File: config.mk
export PLATFORM = sky130hd
export DESIGN_NAME = expression_tokenizer
export DESIGN_NICKNAME = d
export VERILOG_FILES = /design/src/rtl/etk_pkg.sv /design/src/rtl/etk_core.sv /design/src/rtl/etk_queue.sv /design/src/rtl/expression_tokenizer.sv
export SDC_FILE = /design/constraint.sdc
export NUM_CORES = 1
export LEC_CHECK = 0
export ABC_CLOCK_PERIOD_IN_PS = 6300
export CORE_ASPECT_RATIO = 0.75
export CORE_UTILIZATION = 55
export CTS_CLUSTER_DIAMETER = 150
export DETAILED_ROUTE_END_ITERATION = 10
export DONT_BUFFER_PORTS = 1
export HOLD_SLACK_MARGIN = 0.02
export PLACE_DENSITY = 0.66
export SLEW_MARGIN = 20
export SYNTH_ARGS = -nofsm -noshare
export SYNTH_HDL_FRONTEND = slang
export SYNTH_SLANG_ARGS = --single-unit
File: constraint.sdc
create_clock -name aclk -period 6.3 [get_ports aclk]
set_clock_uncertainty 0.1 [all_clocks]
set_input_delay 1.26 -clock aclk [delete_from_list [all_inputs] [get_ports aclk]]
set_output_delay 1.26 -clock aclk [all_outputs]
set_load 0.1 [all_outputs]
File: src/rtl/etk_pkg.sv
package etk_pkg;

    localparam int VALUE_BITS = 63;
    localparam int NUM_W      = 63;
    localparam int SYM_W      = 8;
    localparam int QUEUE_DEPTH = 4;
    localparam int PTR_W      = $clog2(QUEUE_DEPTH);
    localparam int CNT_W      = $clog2(QUEUE_DEPTH + 1);

    localparam logic [VALUE_BITS-1:0] VALUE_MAX = '1;

    typedef enum logic [1:0] {
        KIND_NUMBER      = 2'd0,
        KIND_OPERATOR    = 2'd1,
        KIND_UNSUPPORTED = 2'd2
    } kind_t;

    typedef enum logic [1:0] {
        CLS_DIGIT,
        CLS_SKIP,
        CLS_OPERATOR,
        CLS_UNSUPPORTED
    } char_class_t;

    typedef struct packed {
        kind_t              kind;
        logic [NUM_W-1:0]   number_value;
        logic [SYM_W-1:0]   symbol;
        logic               overflowed;
        logic               last_of_run;
    } result_t;

    // Results produced by one accepted item, in order r0 then r1.
    typedef struct packed {
        logic [1:0] count;
        result_t    r0;
        result_t    r1;
    } push_t;

    function automatic char_class_t classify(input logic [7:0] c);
        char_class_t cls;
        if (c >= 8'd48 && c <= 8'd57) begin
            cls = CLS_DIGIT;
        end else if ((c >= 8'd9 && c <= 8'd13) || c == 8'd32 ||
                     (c >= 8'd65 && c <= 8'd90) || (c >= 8'd97 && c <= 8'd122)) begin
            cls = CLS_SKIP;
        end else if ((c >= 8'd33 && c <= 8'd47) || (c >= 8'd58 && c <= 8'd64) ||
                     (c >= 8'd91 && c <= 8'd96) || (c >= 8'd123 && c <= 8'd126)) begin
            cls = CLS_OPERATOR;
        end else begin
            cls = CLS_UNSUPPORTED;
        end
        return cls;
    endfunction

endpackage

File: src/rtl/etk_core.sv
module etk_core import etk_pkg::*; (
    input  logic             aclk,
    input  logic             aresetn,
    input  logic             in_fire,
    input  logic [7:0]       ch,
    input  logic             end_of_text,
    output push_t            push
);

    localparam int AW = VALUE_BITS + 4;

    logic                  in_number_reg, in_number_next;
    logic [VALUE_BITS-1:0] acc_reg, acc_next;
    logic                  sticky_reg, sticky_next;

    char_class_t           cls;
    logic [3:0]            digit;
    logic [AW-1:0]         acc_wide;
    logic [AW-1:0]         mul;
    logic                  step_ovf;
    logic [VALUE_BITS-1:0] acc_new;
    logic                  sticky_new;
    result_t               num_res;
    result_t               sym_res;

    assign cls      = classify(ch);
    assign digit    = 4'(ch - 8'd48);
    assign acc_wide = AW'(acc_reg);
    // value*10 + digit as two shifts and two adds; any bit above the value width means overflow.
    assign mul      = (acc_wide << 3) + (acc_wide << 1) + AW'(digit);
    assign step_ovf = |mul[AW-1:VALUE_BITS];

    always_comb begin
        if (!in_number_reg) begin
            acc_new    = VALUE_BITS'(digit);
            sticky_new = 1'b0;
        end else if (step_ovf) begin
            acc_new    = VALUE_MAX;
            sticky_new = 1'b1;
        end else begin
            acc_new    = mul[VALUE_BITS-1:0];
            sticky_new = sticky_reg;
        end
    end

    always_comb begin
        num_res              = '0;
        num_res.kind         = KIND_NUMBER;
        sym_res              = '0;
        sym_res.symbol       = ch;
        sym_res.last_of_run  = 1'b1;
        sym_res.kind         = (cls == CLS_OPERATOR) ? KIND_OPERATOR : KIND_UNSUPPORTED;
        push                 = '0;

        if (cls == CLS_DIGIT) begin
            num_res.number_value = NUM_W'(acc_new);
            num_res.overflowed   = sticky_new;
            num_res.last_of_run  = 1'b1;
            if (end_of_text) begin
                push.count = 2'd1;
                push.r0    = num_res;
            end
        end else begin
            num_res.number_value = NUM_W'(acc_reg);
            num_res.overflowed   = sticky_reg;
            num_res.last_of_run  = (cls == CLS_SKIP);
            if (in_number_reg) begin
                push.r0 = num_res;
                if (cls == CLS_SKIP) begin
                    push.count = 2'd1;
                end else begin
                    push.count = 2'd2;
                    push.r1    = sym_res;
                end
            end else if (cls != CLS_SKIP) begin
                push.count = 2'd1;
                push.r0    = sym_res;
            end
        end

        if (!in_fire) begin
            push.count = 2'd0;
        end
    end

    always_comb begin
        in_number_next = in_number_reg;
        acc_next       = acc_reg;
        sticky_next    = sticky_reg;
        if (in_fire) begin
            if (end_of_text || cls != CLS_DIGIT) begin
                in_number_next = 1'b0;
                acc_next       = '0;
                sticky_next    = 1'b0;
            end else begin
                in_number_next = 1'b1;
                acc_next       = acc_new;
                sticky_next    = sticky_new;
            end
        end
    end

    always_ff @(posedge aclk) begin
        if (!aresetn) begin
            in_number_reg <= 1'b0;
            acc_reg       <= '0;
            sticky_reg    <= 1'b0;
        end else begin
            in_number_reg <= in_number_next;
            acc_reg       <= acc_next;
            sticky_reg    <= sticky_next;
        end
    end

    a_idle_clear: assert property (@(posedge aclk) disable iff (!aresetn)
        !in_number_reg |-> (acc_reg == '0 && !sticky_reg))
        else $error("accumulator not cleared outside a number");

    a_pair_order: assert property (@(posedge aclk) disable iff (!aresetn)
        push.count == 2'd2 |-> (push.r0.kind == KIND_NUMBER && !push.r0.last_of_run &&
                                push.r1.last_of_run))
        else $error("two results must be number then symbol");

    a_number_starts: assert property (@(posedge aclk) disable iff (!aresetn)
        (in_fire && cls == CLS_DIGIT && !end_of_text) |=> in_number_reg)
        else $error("digit did not open a number");

endmodule

File: src/rtl/etk_queue.sv
module etk_queue import etk_pkg::*; (
    input  logic     aclk,
    input  logic     aresetn,
    input  push_t    push,
    output logic     room,
    output logic     out_valid,
    input  logic     out_ready,
    output result_t  out_res
);

    result_t             mem [QUEUE_DEPTH];
    logic [PTR_W-1:0]    wptr_reg, wptr_next;
    logic [PTR_W-1:0]    rptr_reg, rptr_next;
    logic [CNT_W-1:0]    count_reg, count_next;
    logic                pop;
    logic [PTR_W-1:0]    wptr_plus1;

    assign pop        = out_valid && out_ready;
    assign out_valid  = (count_reg != '0);
    assign out_res    = mem[rptr_reg];
    // Room is kept for the worst case of two results from the next item.
    assign room       = (count_reg <= CNT_W'(QUEUE_DEPTH - 2));
    assign wptr_plus1 = wptr_reg + PTR_W'(1);

    always_comb begin
        wptr_next  = wptr_reg + PTR_W'(push.count);
        rptr_next  = rptr_reg + PTR_W'(pop);
        count_next = count_reg + CNT_W'(push.count) - CNT_W'(pop);
    end

    always_ff @(posedge aclk) begin
        if (push.count != 2'd0) begin
            mem[wptr_reg] <= push.r0;
        end
        if (push.count == 2'd2) begin
            mem[wptr_plus1] <= push.r1;
        end
    end

    always_ff @(posedge aclk) begin
        if (!aresetn) begin
            wptr_reg  <= '0;
            rptr_reg  <= '0;
            count_reg <= '0;
        end else begin
            wptr_reg  <= wptr_next;
            rptr_reg  <= rptr_next;
            count_reg <= count_next;
        end
    end

    a_no_overfill: assert property (@(posedge aclk) disable iff (!aresetn)
        count_reg <= CNT_W'(QUEUE_DEPTH))
        else $error("result queue overfilled");

    a_push_room: assert property (@(posedge aclk) disable iff (!aresetn)
        push.count != 2'd0 |-> count_reg <= CNT_W'(QUEUE_DEPTH - 2))
        else $error("push without room");

    a_pop_only: assert property (@(posedge aclk) disable iff (!aresetn)
        (pop && push.count == 2'd0) |=> count_reg == $past(count_reg) - CNT_W'(1))
        else $error("pop did not reduce fill");

endmodule

File: src/rtl/expression_tokenizer.sv
// A result appears on the m_ side in the cycle after the item that causes it is accepted,
// when the result queue is empty; a second result of the same item follows once the first
// is taken. Throughput: one item per cycle while the queue has room; the m_ side moves
// one result per cycle, while m_tready is high, from a 4-entry queue.
// Reset: aresetn is synchronous, active low; it clears the number state and empties the queue.
module expression_tokenizer import etk_pkg::*; (
    input  logic        aclk,
    input  logic        aresetn,
    input  logic        s_tvalid,
    output logic        s_tready,
    input  logic [7:0]  s_tdata,   // [7:0] ch
    input  logic        s_tlast,   // end_of_text
    output logic        m_tvalid,
    input  logic        m_tready,
    output logic [71:0] m_tdata,   // [62:0] number_value, [70:63] symbol, [71] overflowed
    output logic [1:0]  m_tuser,   // [1:0] kind
    output logic        m_tlast    // last_of_run
);

    logic    in_fire;
    push_t   push;
    result_t head;

    assign in_fire = s_tvalid && s_tready;

    etk_core u_core (
        .aclk        (aclk),
        .aresetn     (aresetn),
        .in_fire     (in_fire),
        .ch          (s_tdata),
        .end_of_text (s_tlast),
        .push        (push)
    );

    etk_queue u_queue (
        .aclk      (aclk),
        .aresetn   (aresetn),
        .push      (push),
        .room      (s_tready),
        .out_valid (m_tvalid),
        .out_ready (m_tready),
        .out_res   (head)
    );

    assign m_tdata = {head.overflowed, head.symbol, head.number_value};
    assign m_tuser = head.kind;
    assign m_tlast = head.last_of_run;

endmodule

---- After elaboration in Yosys (flattened, before gate mapping) ----
Memories as Yosys holds them, arrays and structs flattened. A register that Yosys moved wholly into a read port is not among the register bits.
Cells that the tools add are included.
word-level totals
  register bits after elaboration ......... 72
  word-level logic and storage cells ...... 84
  memories kept ........................... 1
  RAM bits ................................ 300
  output and inout bits ................... 77
  input port bits ......................... 13
memory list
  name         depth  width  read ports  clocked after memory_dff  wr ports  RTL line         text
  u_queue.mem  4      75     1           1                         2         etk_queue.sv:11  result_t mem [QUEUE_DEPTH];
cells by class
  mux-type cells .......................... 25
  add/subtract/negate cells ............... 8
  order comparisons ....................... 17
  equality and inequality tests ........... 5
  reduce and logical (&&, ||, !) cells .... 22
operator list
  operator             count
  $mux 75              3
  $mux 63              3
  $mux 77              2
  $mux 76              2
  $add 66x64->67       1
  $add 67x4->67        1
  $le 8x7->1 const B   5
  $ge 8x7->1 const B   4
  $ge 8x6->1 const B   3
  $le 8x6->1 const B   2
  $mux 2               6
  $logic_and 1x1->1    10
  $mux 1               9
  $eq 8x6->1 const B   1
  $ge 8x4->1 const B   1
  $le 8x4->1 const B   1
  $logic_or 1x1->1     7
  $eq 2x2->1 const B   2
  $reduce_bool 2->1    2
  $reduce_or 4->1      1
  $sub 4x1->4 const B  1
  $add 3x2->3          1
  $le 3x2->1 const B   1
  $reduce_bool 3->1    1
  7 further kinds      7

---- Longest topological paths before layout ----
  depth after elaboration ................. 17
  mapped depth ............................ 20
  gate-level depth less buffers ........... 19

---- Modules after synthesis ----
A second synthesis with hierarchy kept.
unflattened totals
  cell total of the unflattened synthesis .. 1855
  area, all modules ....................... 23407.4 um^2
by module, submodules not included
  module                instances  cells an instance  area each (um^2)  seq. area each (um^2)
  etk_queue             1          770                14863.0           9148.8
  etk_core              1          1084               8538.2            1301.2
  expression_tokenizer  1          1                  6.3               0.0

---- Least setup slack after synthesis ----
Ideal clock, no wire load.
  path type ............................... input -> register
  from .................................... input s_tdata[3]
  to ...................................... memory u_queue.mem[0][70] (netlist bit)
  setup slack ............................. 1.478 ns
  library setup time ...................... 0.141 ns
  cell stages on the path ................. 13
  arrival ................................. 4.581 ns
  data required time ...................... 6.059 ns
  path through ............................ fa_1 -> fa_1 -> a211oi_1 -> o21ai_1 -> o2111ai_1 -> a2111oi_1 -> o211ai_1 -> nand3b_1 -> a41oi_1 -> o21ai_4 -> buf_4 -> a311oi_2 -> o221ai_1
RTL lines
  what             RTL line                    text
  start, declared  expression_tokenizer.sv:11  input logic [7:0] s_tdata,
  end, declared    etk_queue.sv:11

==> results.json <==
{
  "cts-resized-gates": 0,
  "worstPathMaxFanout": 18,
  "syn-num-nets": 2436,
  "first_pass_iters": 5,
  "tightest_slew_ps": 1108,
  "core_area_sq_mm": 0.03824,
  "ir_worst_vdd_uv": 196.8,
  "antenna_cells": 0,
  "preCtsSetupSlack_ps": 386.0,
  "fin_tns_setup_ps": 0,
  "drc": 0,
  "post-route-cell-area_sq_mm": 0.02286,
  "via_count": 19042,
  "numPortBuffers": 0,
  "clk_latency_ps": 560,
  "p_leak_nw": 8.339,
  "largest_reg_flops": 300,
  "synth_top_area_share": 0.3084,
  "drive_gt1_frac": 0.1215,
  "netlist_area_sq_mm": 0.02129,
  "fin_crit_sh": 0.8640,
  "ant_nets": 0,
  "ys_seq_elements": 372,
  "worstPathRequired_ps": 6600,
  "startpoint": "s_tdata[3]",
  "cts.path.max_buffers": 3,
  "start_kind": "input port",
  "cts.root.buffer_cell": "clkbuf_16",
  "drv_slew": 0,
  "antenna_found_initial": 0,
  "rows": 62,
  "final_common_cell": "dfxtp_1",
  "yosysTopAreaCell": "dfxtp_1",
  "p_per_area_mw_per_mm2": 254.5,
  "syn_area_per_cell_sq_um": 9.313,
  "hold_buffers": 0,
  "r2r-start": "u_core.acc_reg[2]",
  "holdWs_ps": 356.4,
  "cts_max_level": 2,
  "place_hpwl_microns": 43080,
  "critPathArrivalTime_ps": 5740,
  "grt_pass1_vias": 18028,
  "die_w_microns": 229.2,
  "layout.cells.non_filler": 2717,
  "numCtsBuffers": 39,
  "fmax_mhz": 183.7,
  "gr-total-overflow": 0,
  "setup_viol": 0,
  "drv_cap": 0,
  "post-route-min-period_ps": 5443,
  "globalplace.congestion": 0.9919,
  "grtUsageTotal": 0.3329,
  "synth_cells": 2286,
  "slew_headroom": 0.2616,
  "area_growth_syn_to_layout_pct": 7.358,
  "drtIter0Drc": 2168,
  "initial_core_util": 0.5567,
  "yosysSeqAreaShare": 0.3705,
  "synthTopCellsByArea": "dfxtp_1 (31%), o221ai_1 (10%), mux4_2 (7.9%)",
  "clock_sinks": 372,
  "yosys_warnings": 0,
  "nets": 2327,
  "synth_cell_type_count": 74,
  "pin_count": 90,
  "finalHoldViolCount": 0,
  "fp.dieH_microns": 172.4,
  "dp.cells": 2648,
  "hp-start": "u_queue.mem[1][49]",
  "ys.flop_type": "dfxtp_1",
  "wl_per_cell_microns": 24.58,
  "placed_area_sq_mm": 0.02157,
  "post_cts_buffers": 0,
  "synthArstFlopShare": 0,
  "grt_pass1_wl_microns": 104300,
  "mostFrequentLayoutCells": "dfxtp_1 (326), nand2_1 (267), o221ai_1 (253)",
  "path_class": "input port to flop",
  "grt_max_degree": 62,
  "hold_path_class": "flop to flop",
  "worstSetupEndpointType": "flop",
  "cts_tree": "done",
  "layout_setup_ws_ps": 856.6,
  "via_per_inst": 7.008,
  "clk_pin_slew_ps": 60,
  "die_area_sq_mm": 0.03951,
  "synth-edff-count": 44,
  "outcome": "complete, no violations",
  "rsz0062_at_grt": "false",
  "finalWirelength_microns": 66790
}
[synthesized netlist by cell type, types with 9 or more instances]
cell / count
nor2_1: 77
ha_1: 134
a31oi_1: 12
xor2_1: 24
and2_1: 53
nor3_2: 51
nor4_1: 9
edfxtp_1: 44
o21bai_1: 13
nand2_1: 272
a21o_1: 21
nor3_1: 26
buf_2: 10
clkbuf_1: 158
buf_1: 11
mux4_2: 75
nand2b_1: 15
nand4_1: 21
o221ai_1: 253
dfxtp_1: 328
nand3_1: 242
o21ai_0: 59
buf_4: 12
inv_1: 29
a21oi_1: 104
nor2b_1: 10
xnor2_1: 34
o21ai_1: 65
[per-layer routing]
| metal | vias to the layer above | share of wire | global-route usage |
|---|---|---|---|
| li1 | 8613 | - | - |
| met1 | 9246 | 0.44 | 0.4688 |
| met2 | 1051 | 0.44 | 0.5211 |
| met3 | 132 | 0.095 | 0.06135 |
| met4 | 0 | 0.023 | 0.09652 |
| met5 | - | 0 | 0 |
[path summary, 6_finish.rpt]
check / end / slack (ps) / cells after the start
worst max register to register: u_queue.mem[1][10] / 1110 / 12
worst max-delay path: u_queue.mem[1][10] / 860 / 12
worst min-delay path: u_queue.mem[1][49] / 360 / 2
worst min register to register: u_queue.mem[1][49] / 360 / 2
[critical path, stage by stage]
cell       delay, ps
fa_1             530
fa_1             510
a211oi_1         290
o21ai_1          200
o2111ai_1        430
a2111oi_1        200
o211ai_1         250
nand3b_1         250
a41oi_1          480
o21ai_4          270
nor2_1           810
o221ai_1         260
[cell families (layout without fill, tap and decap cells)]
logic type	count (synthesis)	after routing	share of synthesized area
DFF	372	372	0.3705
and+or+nand+nor	820	820	0.1974
AOI/OAI and AO/OA	599	599	0.2034
xor gates and xnor gates	58	58	0.02386
adders and majority gates	137	137	0.08158
buffers and inverters	220	139	0.04149
muxes	80	80	0.08181
[area by class of cell]
class	count	area [sq um]
fill	3272	15390
multi-input combinational	1694	12590
sequential	372	7895
clock buffer	57	1155
tap	512	640.6
timing repair buffer	41	332.8
clock inverter	12	130.1
inverter	29	108.9
[where the power goes]
group          switching, W  leakage (nW)  internal, W
Combinational      0.000681          4.62     0.000226
Sequential         0.000131          3.09      0.00245
Clock              0.000976         0.631      0.00136
Total               0.00179          8.34      0.00403
[stage by stage]
| step | power [W] | utilization |
|---|---|---|
| 2_1_floorplan | 0.003329 | - |
| 6_report | 0.005817 | 0.5976 |
| 4_1_cts | 0.005831 | 0.5976 |
| 3_3_place_gp | 0.003518 | 0.5640 |
| 5_1_grt | 0.005985 | 0.5976 |
| 3_5_place_dp | 0.003533 | 0.5640 |
(Power assumes the default switching activity.)
